`config.mk`:
```
export PLATFORM = sky130hd
export DESIGN_NAME = pgsm_cover
export DESIGN_NICKNAME = d
export VERILOG_FILES = /design/src/rtl/pgsm_pkg.sv /design/src/rtl/pgsm_cover.sv
export SDC_FILE = /design/constraint.sdc
export NUM_CORES = 1
export LEC_CHECK = 0
export BUFFER_PORTS_ARGS = -buffer_cell sky130_fd_sc_hd__buf_2
export CAP_MARGIN = 10
export CORE_ASPECT_RATIO = 0.5
export CORE_UTILIZATION = 45
export DETAILED_ROUTE_END_ITERATION = 12
export PLACE_DENSITY = 0.93
export REMOVE_ABC_BUFFERS = 1
export SYNTH_ARGS = -nofsm -noshare
export SYNTH_HDL_FRONTEND = slang
export SYNTH_SLANG_ARGS = --single-unit
```
`constraint.sdc`:
```
create_clock -name vclk -period 5
set_clock_uncertainty 0.1 [all_clocks]
set_input_delay 1 -clock vclk [all_inputs]
set_output_delay 1 -clock vclk [all_outputs]
set_load 0.01 [all_outputs]
```
`src/rtl/pgsm_pkg.sv`:
```
`default_nettype none
// ----------------------------------------------------------------------------
// pgsm_pkg: shared definitions for the prefix group same-member check
// Field widths, table sizes, request kinds and the coverage result type.
// ----------------------------------------------------------------------------
package pgsm_pkg;

    localparam int ENTITY_COUNT     = 1024;
    localparam int SLOTS_PER_ENTITY = 16;

    localparam int ENT_W  = 10;
    localparam int CNT_W  = 5;
    localparam int SLOT_W = 4;
    localparam int ADDR_W = 32;
    localparam int LEN_W  = 6;
    localparam int KIND_W = 2;

    localparam int PFX_DEPTH  = ENTITY_COUNT * SLOTS_PER_ENTITY;
    localparam int PFX_DATA_W = LEN_W + ADDR_W;
    localparam int ENT_DATA_W = CNT_W + 1;

    localparam int S_DATA_W = 96;
    localparam int M_DATA_W = 8;

    localparam logic [KIND_W-1:0] KIND_BEGIN  = 2'd0;
    localparam logic [KIND_W-1:0] KIND_STORE  = 2'd1;
    localparam logic [KIND_W-1:0] KIND_DELETE = 2'd2;
    localparam logic [KIND_W-1:0] KIND_QUERY  = 2'd3;

    typedef struct packed {
        logic hit_a;
        logic hit_b;
    } pgsm_hit_t;

endpackage
`default_nettype wire

```
`src/rtl/pgsm_cover.sv`:
```
`default_nettype none
// ----------------------------------------------------------------------------
// pgsm_cover: prefix coverage compare unit
// Checks one stored prefix against both queried addresses under one mask.
// ----------------------------------------------------------------------------
module pgsm_cover (
    input  wire logic [pgsm_pkg::ADDR_W-1:0] base,
    input  wire logic [pgsm_pkg::LEN_W-1:0]  len,
    input  wire logic [pgsm_pkg::ADDR_W-1:0] addr_a,
    input  wire logic [pgsm_pkg::ADDR_W-1:0] addr_b,
    output pgsm_pkg::pgsm_hit_t              hit
);
    import pgsm_pkg::*;

    logic [LEN_W-1:0]  len_sat;
    logic [LEN_W-1:0]  shamt;
    logic [ADDR_W-1:0] mask;

    always_comb begin
        len_sat   = (len > LEN_W'(ADDR_W)) ? LEN_W'(ADDR_W) : len;
        shamt     = LEN_W'(ADDR_W) - len_sat;
        mask      = {ADDR_W{1'b1}} << shamt;
        hit.hit_a = ((base ^ addr_a) & mask) == '0;
        hit.hit_b = ((base ^ addr_b) & mask) == '0;
    end

endmodule
`default_nettype wire

```
Word level (Yosys, flattened, before mapping) --
Cells that the tools add are included. W data, S select, Z words.
Word-level totals: register bits 0, bits of input ports 102, output and inout port bits 2, logic and storage cells 10
Operators by class: add/sub/neg operators 1, order comparisons 1, shift operators 1, muxes and demuxes 1, bitwise operators 4, reduce and logical (&&, ||, !) cells 2
Operators by type and width (number):
- $and A32 B32 Y32 | 2
- $logic_not A32 Y1 | 2
- $xor A32 B32 Y32 | 2
- $shl A32 B6 Y32 const A | 1
- $gt A6 B6 Y1 const B | 1
- $mux W6 | 1
- $sub A6 B6 Y6 const A | 1

Logic depth before layout (Yosys ltp) --
depth in word-level cells 6, depth in mapped cells 12

Worst setup path after synthesis --
No wires, ideal clock.
path type input -> output, start input len[5] in the netlist's numbering, end output hit[0] in the netlist's numbering, arrival 3225 ps, setup slack 675 ps, stages on the path 12, path through clkbuf_8 inv_1 nand2_1 ha_1 buf_4 or4bb_2 o41ai_1 a21oi_1 a32o_1 o21ai_0 and4_2 o2111a_1
RTL lines:
- from (decl) | RTL line pgsm_cover.sv:8 | input wire logic [pgsm_pkg::LEN_W-1:0] len,
- to (decl) | RTL line pgsm_cover.sv:11 | output pgsm_pkg::pgsm_hit_t hit

==> impl_metrics.ini <==
[status]
status = completed

[sta]
rsz0062_at_grt = false
fmax_mhz = 205.7
fin_ws_ps = 138.1
setup_viol = 0
worst_slew_margin_rel_pct = 45.33
setup_tns_ps = 0
hold_violations = 0
finalCriticalPeriod_ps = 4862
drv_slew = 0
worst_pin_slew_ps = 817.0
fin_crit_sh_pct = 97.24

[worst_setup_path]
path_class = in2out
start_kind = input port
crit_chain = buf_2, inv_1, nand2_1, ha_1, or4bb_2, o41ai_1, a21oi_1, a32o_1, o21ai_0, and4_2, o2111a_1, buf_2
cp_common_cell = buf_2
worst_setup_path_end_kind = output pin
cp.depth = 12
slowest_stage = or4bb_2
cp-endpoint = hit[0]
crit_arrival_ps = 3760
required_ps = 3900
critPathBufInv = 3
slowest_delay_ps = 680
crit_fanout = 12
crit_family = simple AND/OR/NAND/NOR gates
cp-startpoint = len[5]

[placement]
pre_cts_ws_ps = 206.2
gp_congestion = 0.9266
post-dp-hpwl_um = 4756
port_buffers = 104

[route]
drt-total-wl_um = 5509
wl_met2_um = 2569
dr.pass1.iters = 5
wl_met3_um = 668
num_vias = 2107
wl_met1_um = 2241
viasPerCell = 6.020
highest_layer = met4
initialDrtViolationCount = 217
avgRoutedWirePerCell_um = 15.74
ant_nets = 0
drc = 0

[final_layout]
layout_commonest_cell = buf_2
syn2layout_area_growth_pct = 31.60
drive_gt1_share_pct = 38.06
n_fill_cell = 302
multi_input_area_um2 = 1463
layout_common_cells = buf_2 (104), xor2_1 (33), xnor2_1 (32), o21ai_0 (19), a21oi_1 (16)
seq_cells = 0
n_clock_buffer = 0
fin_nets = 417
diodes = 0
regArea_um2 = 0

[synthesis]
yosysSeqAreaShare_pct = 0
synth_cell_types = 63
syn_avg_cell_area_um2 = 7.326
synthCells = 214
synth_area_um2 = 1568
ys.warnings.count = 0

[grt]
grt_pass1_vias = 1910
grt_util_all_layers_pct = 28.62
grt_pass1_wl_um = 8528
grt.overflow.total = 0
grt_max_degree = 13
grt_antenna_before_repair = 0

[floorplan]
start_util_pct = 49.72
die_x_um = 85.48
row_count = 14
core_um2 = 3153
dieArea_um2 = 3738
die_h_um = 43.74
boundaryPins = 104

[pwr]
power.density_nw_per_um2 = 104.5
max-vdd-ir-drop_mv = 0.04781
p_leak_nw = 0.9171
seq_power_share_pct = 0
p_int_w = 0.00009771
p_switching_w = 0.0001180
p_sw_share_pct = 54.70
clkPwrFrac_pct = 0
comb_power_share_pct = 100.0

[min_path]
holdCritStartpoint = addr_a[31]
hold_class = in2out

[job]
drv_cap = 0

[cts]
cts_setup_buffers = 0
-- layout make-up --
class | instances | share of cell area (%)
tap | 40 | 2.426
multi-input combinational | 200 | 70.89
timing repair buffer | 106 | 25.96
inverter | 4 | 0.7277
-- layer usage --
layer | up-vias | GRT usage, %
met3 | 10 | 4.762
met4 | 0 | 2.333
li1 | 995 | -
met2 | 131 | 50.72
met1 | 971 | 38.64
met5 | - | 0
-- tightest hold or removal path, delay by kind of cell --
family / cells / cell delay, ps
buffers and inverters: 2 / 210
xor gates and xnor gates: 1 / 60
AOI/OAI and AO/OA: 2 / 190
-- power groups by stage --
stage / combinational, W / clock [W] / sequential, W
floorplan: 0.000120 / 0 / 0
global placement: 0.000204 / 0 / 0
detailed placement: 0.000208 / 0 / 0
CTS: 0.000210 / 0 / 0
global route: 0.000232 / 0 / 0
finish: 0.000216 / 0 / 0
-- how the worst min path moves through the flow --
stage | end | slack, ps | depth (start not counted)
2_1_floorplan | hit[1] | 2100 | 3
3_3_place_gp | hit[1] | 2370 | 5
3_5_place_dp | hit[1] | 2360 | 5
4_1_cts | hit[1] | 2370 | 5
5_1_grt | hit[1] | 2390 | 5
6_report | hit[1] | 2370 | 5
-- cells in the mapped netlist (all sizes together), types with 5 or more instances --
library cell | count | area [um2]
xor2 | 33 | 289.0
xnor2 | 32 | 280.3
o21ai | 20 | 100.1
a21oi | 16 | 80.08
nor2 | 10 | 45.04
nand2 | 8 | 30.03
nor3 | 7 | 40.04
a211oi | 5 | 37.54
a31oi | 5 | 31.28
clkbuf | 5 | 42.55
-- repair_timing --
action | 4_1_cts | 5_1_grt
setup endpoints to repair | 0 | 1
resized for setup | 0 | 1
hold buffers | 0 | 0
-- cells by family (layout without fill, tap and decap cells) --
kind of cell	count (synthesis)	after routing	synth area share (%)
AND/OR/NAND/NOR	55	55	21.47
buffers and inverters	14	110	6.704
adder cells (fa/ha/maj)	3	3	2.395
AO/OA/AOI/OAI	77	77	33.12
XOR/XNOR	65	65	36.31
-- stage by stage --
| step | cells | hold WS [ps] | total power [W] | utilization (%) | cell area, um2 |
|---|---|---|---|---|---|
| after floorplan | 204 | 2104 | 0.0001197 | - | 1478 |
| after global placement | 350 | 2371 | 0.0002044 | 65.44 | 2063 |
| after detailed placement | 350 | 2360 | 0.0002084 | 65.44 | 2063 |
| after CTS | 350 | 2365 | 0.0002095 | 65.44 | 2063 |
| after global routing | 350 | 2386 | 0.0002317 | 65.44 | 2063 |
| final | 350 | 2367 | 0.0002157 | 65.44 | 2063 |
Power figures use the tool's default switching activity.
