===== src/rtl/pgsm_ram.sv =====
`default_nettype none
// ----------------------------------------------------------------------------
// pgsm_ram: single-port RAM with registered read data
// One write or one read per cycle; read data is registered and appears in the next cycle.
// ----------------------------------------------------------------------------
module pgsm_ram #(
    parameter int DATA_W = 8,
    parameter int DEPTH  = 16,
    localparam int AddrW = $clog2(DEPTH)
) (
    input  wire logic              aclk,
    input  wire logic              we,
    input  wire logic [AddrW-1:0]  addr,
    input  wire logic [DATA_W-1:0] wdata,
    output logic      [DATA_W-1:0] rdata
);

    logic [DATA_W-1:0] mem [DEPTH];

    always_ff @(posedge aclk) begin
        if (we) begin
            mem[addr] <= wdata;
        end
        rdata <= mem[addr];
    end

endmodule
`default_nettype wire


===== config.mk =====
export PLATFORM = sky130hd
export DESIGN_NAME = pgsm_ram
export DESIGN_NICKNAME = d
export VERILOG_FILES = /design/src/rtl/pgsm_ram.sv
export SDC_FILE = /design/constraint.sdc
export NUM_CORES = 1
export LEC_CHECK = 0
export ABC_AREA = 1
export ABC_CLOCK_PERIOD_IN_PS = 1600
export BUFFER_PORTS_ARGS = -buffer_cell sky130_fd_sc_hd__buf_2
export CAP_MARGIN = 20
export CORE_MARGIN = 1.5
export CORE_UTILIZATION = 25
export DETAILED_ROUTE_END_ITERATION = 16
export SYNTH_ARGS = -nofsm -noshare
export SYNTH_HDL_FRONTEND = slang
export SYNTH_SLANG_ARGS = --single-unit

===== constraint.sdc =====
create_clock -name aclk -period 1.6 [get_ports aclk]
set_input_delay 0.08 -clock aclk [delete_from_list [all_inputs] [get_ports aclk]]
set_output_delay 0.08 -clock aclk [all_outputs]
set_load 0.02 [all_outputs]

* Yosys cells after proc, flatten, opt, wreduce, memory -nomap -nowiden
Memory sizes are Yosys's and may differ from the RTL's. A register that Yosys moved wholly into a read port is not among the register bits. Cells that the tools add are included.
Word-level totals: bits in registers 0, bits in latches 0, RAM bits 128, memory bits (read-only) 0, input bits 14, logic and storage cells 3, memories kept 1
Memories:
- mem | depth 16, width 8, read ports 1, clocked after memory_dff 1, wr ports 1, RTL line 18 | logic [DATA_W-1:0] mem [DEPTH];
Cells by class: $add $sub $neg 0, multiply operators 0, div/mod/pow operators 0, $lt $le $gt $ge 0, equal/unequal tests 0, shifts and indexed selects 0, muxes and demuxes 2, bitwise operators 0, reduce and logical (&&, ||, !) cells 0
Operators by type and width (count):
- 1-bit two-way mux | 2

* Depth between registers and ports, before layout
Gate-level depths: netlist (run 1).
depth in word-level cells 2, gate-level depth with buffers 11

* Worst setup path after synthesis (run 1)
OpenSTA, ideal clock, no wires.
path kind input port to flip-flop, start in addr[1], end mem mem[3][0] (enable), library setup time 0.370 ns, arrival time 1.087 ns, data required time 1.230 ns, slack 0.143 ns, cell stages on the path 4, path buffers 2, cell sequence buf_2 clkbuf_1 nand3_1 nor2_1
RTL lines:
- start: declaration | RTL line 13 | input wire logic [AddrW-1:0] addr,
- end: declaration | RTL line 18
Straight into the memory's write port.

* Worst setup path in the final report (run 1)
start reg rdata[6], read port of mem, end out rdata[6]
RTL lines:
- start: declaration | RTL line 15 | output logic [DATA_W-1:0] rdata
No word-level cell between the ends.

==> results of run 1 <==
==> worst reg2reg max path, cell delays in order, from the launching register on <==
cell,delay (ps)
edfxtp_1,350
nand2_1,70
nand2_1,50
nand2_1,80
nand2_1,70
nand2_1,80
nand2_1,90
inv_1,70
nand2_1,50
==> cell families (layout without fill, tap and decap cells) <==
logic type             Yosys count  after routing  synth area share [%]
buffers and inverters           44            106                  3.62
DFF                            136            136                  71.6
and+or+nand+nor                368            368                  24.8
other                            0              1                     0
==> layer usage <==
metal | GRT usage (%) | vias up
met5 | 0 | -
met2 | 18.9 | 78
li1 | - | 1853
met1 | 14.9 | 1751
met3 | 2.70 | 13
met4 | 5.17 | 0
==> cell type report <==
type | count | share of cell area [%]
tap | 280 | 5.14
multi-input combinational | 368 | 20.3
sequential | 136 | 58.7
inverter | 23 | 1.27
clock buffer | 17 | 6.24
timing repair buffer | 51 | 5.21
antenna | 1 | 0.0367
clock inverter | 15 | 3.05
==> placed cells by master, fill, tap and decap left out, drive strengths merged <==
cell,synthesis,final
edfxtp,128,128
buf,18,51
clkinv,1,8
nand3,4,4
diode,0,1
inv,22,22
clkinvlp,0,3
dfxtp,8,8
bufinv,0,5
nor2,18,18
nand2,346,346
clkbuf,3,17
==> worst min path at each step <==
stage               startpoint   endpoint  slack [ps]  cells after the start
floorplan             wdata[0]  mem[0][0]         180                      0
global placement      rdata[0]   rdata[0]         500                      1
detailed placement    rdata[2]   rdata[2]         500                      1
CTS                   wdata[2]  mem[6][2]          70                      1
global route          wdata[2]  mem[6][2]          80                      1
finish                wdata[2]  mem[6][2]          80                      1
==> power breakdown <==
group          internal, mW  leakage [nW]  total (mW)  switching (mW)
Combinational         0.152          1.37       0.527           0.375
Sequential             3.98          1.22        4.01          0.0265
Clock                  2.74         0.301        4.14            1.40
Total                  6.87          2.89        8.67            1.80
==> sequential cells by signal (all words and copies together) (netlist names) <==
| signal | count |
|---|---|
| mem | 128 |
| rdata | 8 |
==> cells in the mapped netlist (all sizes together) <==
library cell,number,area share (%)
nor2,18,1.2
clkbuf,3,0.20
inv,22,1.5
nand3,4,0.36
edfxtp,128,69
buf,18,1.9
dfxtp,8,2.9
nand2,346,23
clkinv,1,0.067
==> qor.yml, run 1 <==
worst_setup_path:
  timing.rr.end: "rdata[3]"
  worstPathArrival_ps: 1020
  cp_max_fo: 1
  cp_num_cells: 1
  crit_path_end_kind: "output port"
  path_cells: "buf_2"
  endpoint: "rdata[6]"
  r2r_slack_ps: 580
  r2r_cells: 8
  cp-start-kind: "register"
  path_buf_inv: 1
  max_stage_delay_ps: 400
  rr_startpoint: "mem[0][3]"
  crit_start: "rdata[6]"
  crit_path_top_delay_cell: "dfxtp_1"
  worstSetupPathType: "reg -> out"
  cp_top_family: "flip-flops"
  cp.required_ps: 1520
clocking:
  post-cts-setup-buffer-count: 0
  cts_inserted_buffers: 17
  clk_pin_slew_ps: 60
  cts_htree_levels: 4
  clock_latency_ps: 410
  clock_path_buffers: 2
  cts_root_buf: "clkbuf_16"
  cts_hold_buf: 0
  cts_num_sinks: 136
  cts_resized: 0
  cts_tree: "built"
route:
  wl_met2_um: 6330
  top_layer: "met4"
  vias: 3695
  via_per_inst: 4.15
  first_pass_iters: 4
  dr_wl_met3_um: 482
  drc: 0
  drt_iter0_drc: 251
  wl_met1_um: 5890
  avgRoutedWirePerCell_um: 14.5
  wirelength_um: 12900
  antenna_left: 0
job:
  cap_viol_max_count: 0
power_and_ir_drop:
  leakage_nw: 2.89
  power_density_mw_per_mm2: 1270
  ir_drop_mv: 0.750
  p_total_mw: 8.67
layout:
  syn_to_final_growth_pct: 21.9
  final_area_mm2: 0.00682
  multi_input_area_mm2: 0.00139
  final_cells: 891
  layout-drive-gt1-share_pct: 13.3
  num-nets-final: 611
  seqCellArea_mm2: 0.00400
  n_fill_cell: 2261
  post-route-util_pct: 31.1
floorplan:
  die_h_um: 153
  io_pins: 22
  die_area_mm2: 0.0233
  initial_utilization_pct: 25.5
  die_x_um: 153
  core_area_mm2: 0.0219
  num_rows: 54
synthesis:
  yosys_warnings: 0
  syn_area_per_cell_um2: 10.2
  ys_seq_elements: 136
  synthDistinctLibCells: 11
  netlist_area_mm2: 0.00559
  netlist_instances: 548
  yosysSeqAreaShare_pct: 71.6
  synth.net_count: 562
placement:
  placed_area_mm2: 0.00618
  dp_hpwl_um: 8290
  globalplace.congestion: 0.817
  dp_cells: 858
  dp_slack_ps: 257
  numPortBuffers: 21
sta:
  whs_ps: 81.0
  rsz0062_at_grt: "no"
  slew_viol_final: 0
  fin_skew_ps: 6.63
  finalCritPeriodShare_pct: 68.6
  worstMarginPinSlew_ps: 402
  tns_ps: 0
  setup_viol: 0
  fmax_mhz: 911
  finalHoldViolCount: 0
  fin_crit_ps: 1100
  fin_ws_ps: 503
  slew_headroom_pct: 73.2
global_routing:
  grt_remaining_overflow: 0
  first_global_vias: 3662
  grt_max_degree: 33
  antenna_found_initial: 1
  grt_pass1_wl_um: 20400
  grt_usage_pct: 11.7
outcome:
  status: "finished, final reports clean"
worst_hold_path:
  hold_class: "in -> reg"
Note: power is estimated with default switching activity, not from simulation.
==> inputs of run 2 (changes only) <==
--- a/config.mk
+++ b/config.mk
@@ -5,8 +5,8 @@
 export SDC_FILE = /design/constraint.sdc
 export NUM_CORES = 1
 export LEC_CHECK = 0
-export ABC_AREA = 1
-export ABC_CLOCK_PERIOD_IN_PS = 1600
+export ABC_AREA = 0
+export ABC_CLOCK_PERIOD_IN_PS = 1070
 export BUFFER_PORTS_ARGS = -buffer_cell sky130_fd_sc_hd__buf_2
 export CAP_MARGIN = 20
 export CORE_MARGIN = 1.5
==> constraint.sdc (replaced) <==
create_clock -name aclk -period 1.07 [get_ports aclk]
set_input_delay 0.0535 -clock aclk [delete_from_list [all_inputs] [get_ports aclk]]
set_output_delay 0.0535 -clock aclk [all_outputs]
set_load 0.02 [all_outputs]
==> run 2 against run 1 <==
- highest routed layer unchanged
- first-iteration DRC count decreased by 44%
- the run now ends with setup timing left
- critical endpoint is now rdata[0]
- wire length shrank 15%
- via count is 32% lower
==> qor.yml, run 2 <==
outcome:
  status: "finished, violations left"
  violations: "setup timing"
worst_setup_path:
  worstPathArrival_ps: 1570
  timing.rr.end: "rdata[0]"
  crit_path_top_delay_cell: "mux4_2"
  r2r_slack_ps: -200
  crit_path_end_kind: "register"
  cp-start-kind: "register"
  rr_startpoint: "mem[3][0]"
  cp_max_fo: 1
  cp.required_ps: 1370
  r2r_cells: 3
  worstSetupPathType: "reg -> reg"
  path_cells: "mux4_2 > a22oi_2 > nand2_1"
  max_stage_delay_ps: 490
synthesis:
  synthFlopType: "edfxtp_1"
  synthDistinctLibCells: 18
  synth_edf_count: 128
  yosys_warnings: 0
  synth_largest_area_cell: "edfxtp_1"
  netlist_top_cells_area: "edfxtp_1 (76%), mux4_2 (14%), dfxtp_1 (3.2%)"
  async_flop_share_pct: 0
  netlist_instances: 230
  post-synth-top-count-cell: "edfxtp_1"
  synth.net_count: 244
  yosysSeqAreaShare_pct: 79.0
  netlist_area_mm2: 0.00507
  synth_common_cells: "edfxtp_1 (128), mux4_2 (32), a22oi_1 (16)"
  synth_top_area_share_pct: 75.9
  syn_area_per_cell_um2: 22.0
  ys_seq_elements: 136
clocking:
  cts_root_buf: "clkbuf_16"
  cts_inserted_buffers: 17
  cts_tree: "built"
  cts_num_sinks: 136
  clock_latency_ps: 420
  clock_path_buffers: 2
  cts_htree_levels: 4
  clk_pin_slew_ps: 60
  post-cts-setup-buffer-count: 0
sta:
  fmax_mhz: 786
  worstMarginPinSlew_ps: 960
  setup_viol: 8
  slew_headroom_pct: 35.9
  fin_ws_ps: -201
  slew_viol_final: 0
  whs_ps: 23.4
  rsz0062_at_grt: "yes"
  finalCritPeriodShare_pct: 119
  fin_skew_ps: 8.26
  finalHoldViolCount: 0
  fin_crit_ps: 1270
power_and_ir_drop:
  p_int_mw: 9.81
  ir_drop_mv: 0.950
  seq_power_share_pct: 48.0
  power_density_mw_per_mm2: 1840
  power.share.combinational_pct: 6.2
  p_sw_share_pct: 21.5
  clkPwrFrac_pct: 45.7
  power.switching_mw: 2.68
  leakage_nw: 2.21
route:
  drt_iter0_drc: 141
  via_per_inst: 4.30
  wirelength_um: 11000
  first_pass_iters: 4
  vias: 2517
  antenna_left: 0
  avgRoutedWirePerCell_um: 18.8
  drc: 0
layout:
  layout-drive-gt1-share_pct: 50.9
  final_cells: 585
  syn_to_final_growth_pct: 34.0
  top_register: "mem"
  final_area_mm2: 0.00679
  layout_common_cells: "edfxtp_1 (128), buf_4 (34), mux4_2 (32), buf_2 (20), clkbuf_16 (17)"
  antenna_cells: 0
  num-nets-final: 321
  n_fill_cell: 1872
  largest_reg_flops: 128
  final_common_cell: "edfxtp_1"
  post-route-util_pct: 34.5
  reg_top3: "mem: 128 flops, rdata: 8 flops"
floorplan:
  die_area_mm2: 0.0211
  io_pins: 22
  die_h_um: 145
  core_area_mm2: 0.0197
  die_x_um: 145
  num_rows: 51
  initial_utilization_pct: 25.8
placement:
  globalplace.congestion: 0.770
  placed_area_mm2: 0.00614
  numPortBuffers: 21
  dp_cells: 553
  dp_hpwl_um: 7560
worst_hold_path:
  hold_class: "in -> reg"
  min_from: "wdata[7]"
  hold_end: "mem[0][7]"
  min_path_cells: 1
job:
  cap_viol_max_count: 0
global_routing:
  grt_max_degree: 18
  first_global_vias: 2766
  grt_remaining_overflow: 0
  grt_pass1_wl_um: 17000
  grt_usage_pct: 11.3
  antenna_found_initial: 0
-- run 2: metal layers --
metal,up-vias,GRT usage (%),wire length (um)
met1,1323,15.2,5030
li1,1117,-,-
met3,13,4.14,663
met5,-,0,0
met2,64,17.0,5180
met4,0,3.88,138
-- run 2: logic make-up (layout without fill, tap and decap cells) --
logic type	count (synthesis)	after routing	share of synthesized area, %
AO/OA/AOI/OAI	16	16	2.37
buffers and inverters	11	101	1.19
flip-flops	136	136	79.0
multiplexers	32	32	14.2
AND/OR/NAND/NOR	35	35	3.21
-- run 2: critical path, delay by kind of cell, from the launching register on --
family,cells,cell delay (ps)
AND/OR/NAND/NOR,1,80
flip-flops,1,360
multiplexers,1,490
AO/OA/AOI/OAI,1,220
-- run 2: final cells by class --
| type | count | area [um^2] | area share (%) |
|---|---|---|---|
| tap | 265 | 332 | 4.88 |
| multi-input combinational | 83 | 1210 | 17.8 |
| sequential | 136 | 4000 | 59.0 |
| timing repair buffer | 69 | 656 | 9.66 |
| clock inverter | 13 | 145 | 2.14 |
| clock buffer | 19 | 443 | 6.53 |
-- run 2: power by group through the flow --
stage          sequential (mW)  clock (mW)  combinational, mW
6_report                  6.00        5.71              0.778
5_1_grt                   6.01        6.02              0.836
4_1_cts                   6.00        5.82              0.779
3_5_place_dp              6.11           0              0.761
3_3_place_gp              6.10           0              0.745
2_1_floorplan             6.14           0              0.373
-- run 2: through the flow --
| stage | total power, mW | worst slack (ps) | setup TNS [ps] |
|---|---|---|---|
| after floorplan | 6.51 | -117 | -1900 |
| after global placement | 6.85 | -453 | -35600 |
| after detailed placement | 6.87 | -461 | -37590 |
| after CTS | 12.6 | -197 | -1390 |
| after global routing | 12.9 | -238 | -1650 |
| final | 12.5 | -201 | -1280 |
-- run 2: how the worst max path moves through the flow --
stage,start,endpoint,slack (ps),cells after the start
2_1_floorplan,addr[2],mem[0][0],-120,2
3_3_place_gp,addr[0],rdata[5],-450,5
3_5_place_dp,addr[0],rdata[5],-460,5
4_1_cts,mem[11][3],rdata[3],-200,3
5_1_grt,mem[3][0],rdata[0],-240,3
6_report,mem[3][0],rdata[0],-200,3
-- run 2: repair_timing --
item | CTS | global route
pin swaps | 1 | 3
resized for setup | 7 | 5
hold buffers | 0 | 0
endpoints found under the setup margin | 8 | 9
gates cloned | 0 | 0
==> inputs of run 3 (changes only) <==
==> constraint.sdc (replaced) <==
create_clock -name aclk -period 1.07 [get_ports aclk]
set_input_delay 0.0535 -clock aclk [delete_from_list [all_inputs] [get_ports aclk]]
set_output_delay 0.0535 -clock aclk [all_outputs]
set_load 0.005 [all_outputs]
==> run 3 against run 2 <==
- the flow still finishes with violations (setup timing)
- power decreased by 0.32%
- count of clock-buffer cells in the layout unchanged
- critical path type unchanged
- largest power group unchanged
- critical endpoint unchanged
- hold slack got worse by 0.57 ps
- highest routed layer unchanged
- sequential share of layout area about the same
==> qor.yml, run 3 (synthesized netlist as in run 2, its figures left out) <==
outcome:
  status: "finished, violations left"
  violations: "setup timing"
layout:
  largest_reg_flops: 128
  layout_common_cells: "edfxtp_1 (128), buf_4 (33), mux4_2 (32), buf_2 (21), clkbuf_16 (17)"
  syn_to_final_growth_pct: 33.9
  post-route-util_pct: 34.5
  final_area_mm2: 0.00679
  top_register: "mem"
  antenna_cells: 0
  num-nets-final: 321
  final_common_cell: "edfxtp_1"
  n_fill_cell: 1873
  layout-drive-gt1-share_pct: 50.9
  reg_top3: "mem: 128 flops, rdata: 8 flops"
sta:
  fin_ws_ps: -199
  slew_viol_final: 0
  tns_ps: -1280
  setup_viol: 8
  worstMarginPinSlew_ps: 986
  slew_headroom_pct: 34.1
  finalCritPeriodShare_pct: 119
  fin_skew_ps: 8.26
  fmax_mhz: 788
  finalHoldViolCount: 0
  rsz0062_at_grt: "yes"
  fin_crit_ps: 1270
clocking:
  cts_tree: "built"
  clk_pin_slew_ps: 60
  cts_root_buf: "clkbuf_16"
  clock_latency_ps: 420
  cts_inserted_buffers: 17
  cts_num_sinks: 136
  cts_htree_levels: 4
  post-cts-setup-buffer-count: 0
  cts_hold_buf: 0
  clock_path_buffers: 2
placement:
  placed_area_mm2: 0.00614
  globalplace.congestion: 0.770
  dp_hpwl_um: 7560
  numPortBuffers: 21
  dp_slack_ps: -461
route:
  drt_iter0_drc: 142
  avgRoutedWirePerCell_um: 18.9
  first_pass_iters: 4
  antenna_left: 0
  vias: 2514
  drc: 0
  via_per_inst: 4.30
  wirelength_um: 11000
floorplan:
  core_area_mm2: 0.0197
  initial_utilization_pct: 25.8
  num_rows: 51
  die_x_um: 145
  die_h_um: 145
  die_area_mm2: 0.0211
  io_pins: 22
global_routing:
  grt_pass1_wl_um: 17000
  first_global_vias: 2766
  grt_usage_pct: 11.3
  grt_max_degree: 18
  grt_remaining_overflow: 0
  antenna_found_initial: 0
worst_setup_path:
  cp-start-kind: "register"
  cp.required_ps: 1370
  worstPathArrival_ps: 1570
  r2r_slack_ps: -200
  cp_max_fo: 1
  crit_path_end_kind: "register"
  worstSetupPathType: "reg -> reg"
  r2r_cells: 3
  rr_startpoint: "mem[3][0]"
  timing.rr.end: "rdata[0]"
worst_hold_path:
  min_path_cells: 1
  hold_class: "in -> reg"
  min_from: "wdata[7]"
  hold_end: "mem[7][7]"
power_and_ir_drop:
  leakage_nw: 2.21
  power_density_mw_per_mm2: 1830
  ir_drop_mv: 0.948
job:
  cap_viol_max_count: 0
[run 3: worst max-delay path, stage by stage, from the launching register on]
cell      delay, ps
edfxtp_1        360
mux4_2          490
a22oi_2         220
nand2_1          80
[run 3: worst max path at each step]
stage | slack (ps) | to | startpoint | cells after the start
after floorplan | -120 | mem[0][0] | addr[2] | 2
after global placement | -450 | rdata[5] | addr[0] | 5
after detailed placement | -460 | rdata[5] | addr[0] | 5
after CTS | -200 | rdata[3] | mem[11][3] | 3
after global routing | -240 | rdata[0] | mem[3][0] | 3
final | -200 | rdata[0] | mem[3][0] | 3
[run 3: routing by layer]
metal | vias up | global-route usage, % | routed length [um]
li1 | 1117 | - | -
met1 | 1323 | 15.2 | 5080
met2 | 61 | 17.0 | 5190
met3 | 13 | 4.14 | 618
met4 | 0 | 3.88 | 138
met5 | - | 0 | 0
[run 3: where the power goes]
group	total (mW)	internal, mW	switching [mW]	leakage, nW
sequential	6.00	5.96	0.0441	1.22
combinational	0.735	0.341	0.394	0.708
clock	5.71	3.51	2.21	0.280
total	12.5	9.81	2.64	2.21
[run 3: what timing repair did]
action,CTS,global route
endpoints found under the setup margin,8,8
endpoints found under the hold margin,0,0
pin swaps,1,3
gates resized for setup,7,4
[run 3: layout make-up]
type                       count  area (um^2)  area share (%)
sequential                   136         4000            59.0
multi-input combinational     83         1210            17.8
timing repair buffer          69          653            9.63
clock buffer                  19          443            6.53
tap                          265          332            4.89
clock inverter                13          145            2.14
[run 3: through the flow]
stage                     total power [mW]  hold slack [ps]  std cells
after floorplan                       6.47              152        230
after global placement                6.81              439        553
after detailed placement              6.83              441        553
after CTS                             12.6             6.91        585
after global routing                  12.8             26.9        585
final                                 12.5             22.9        585
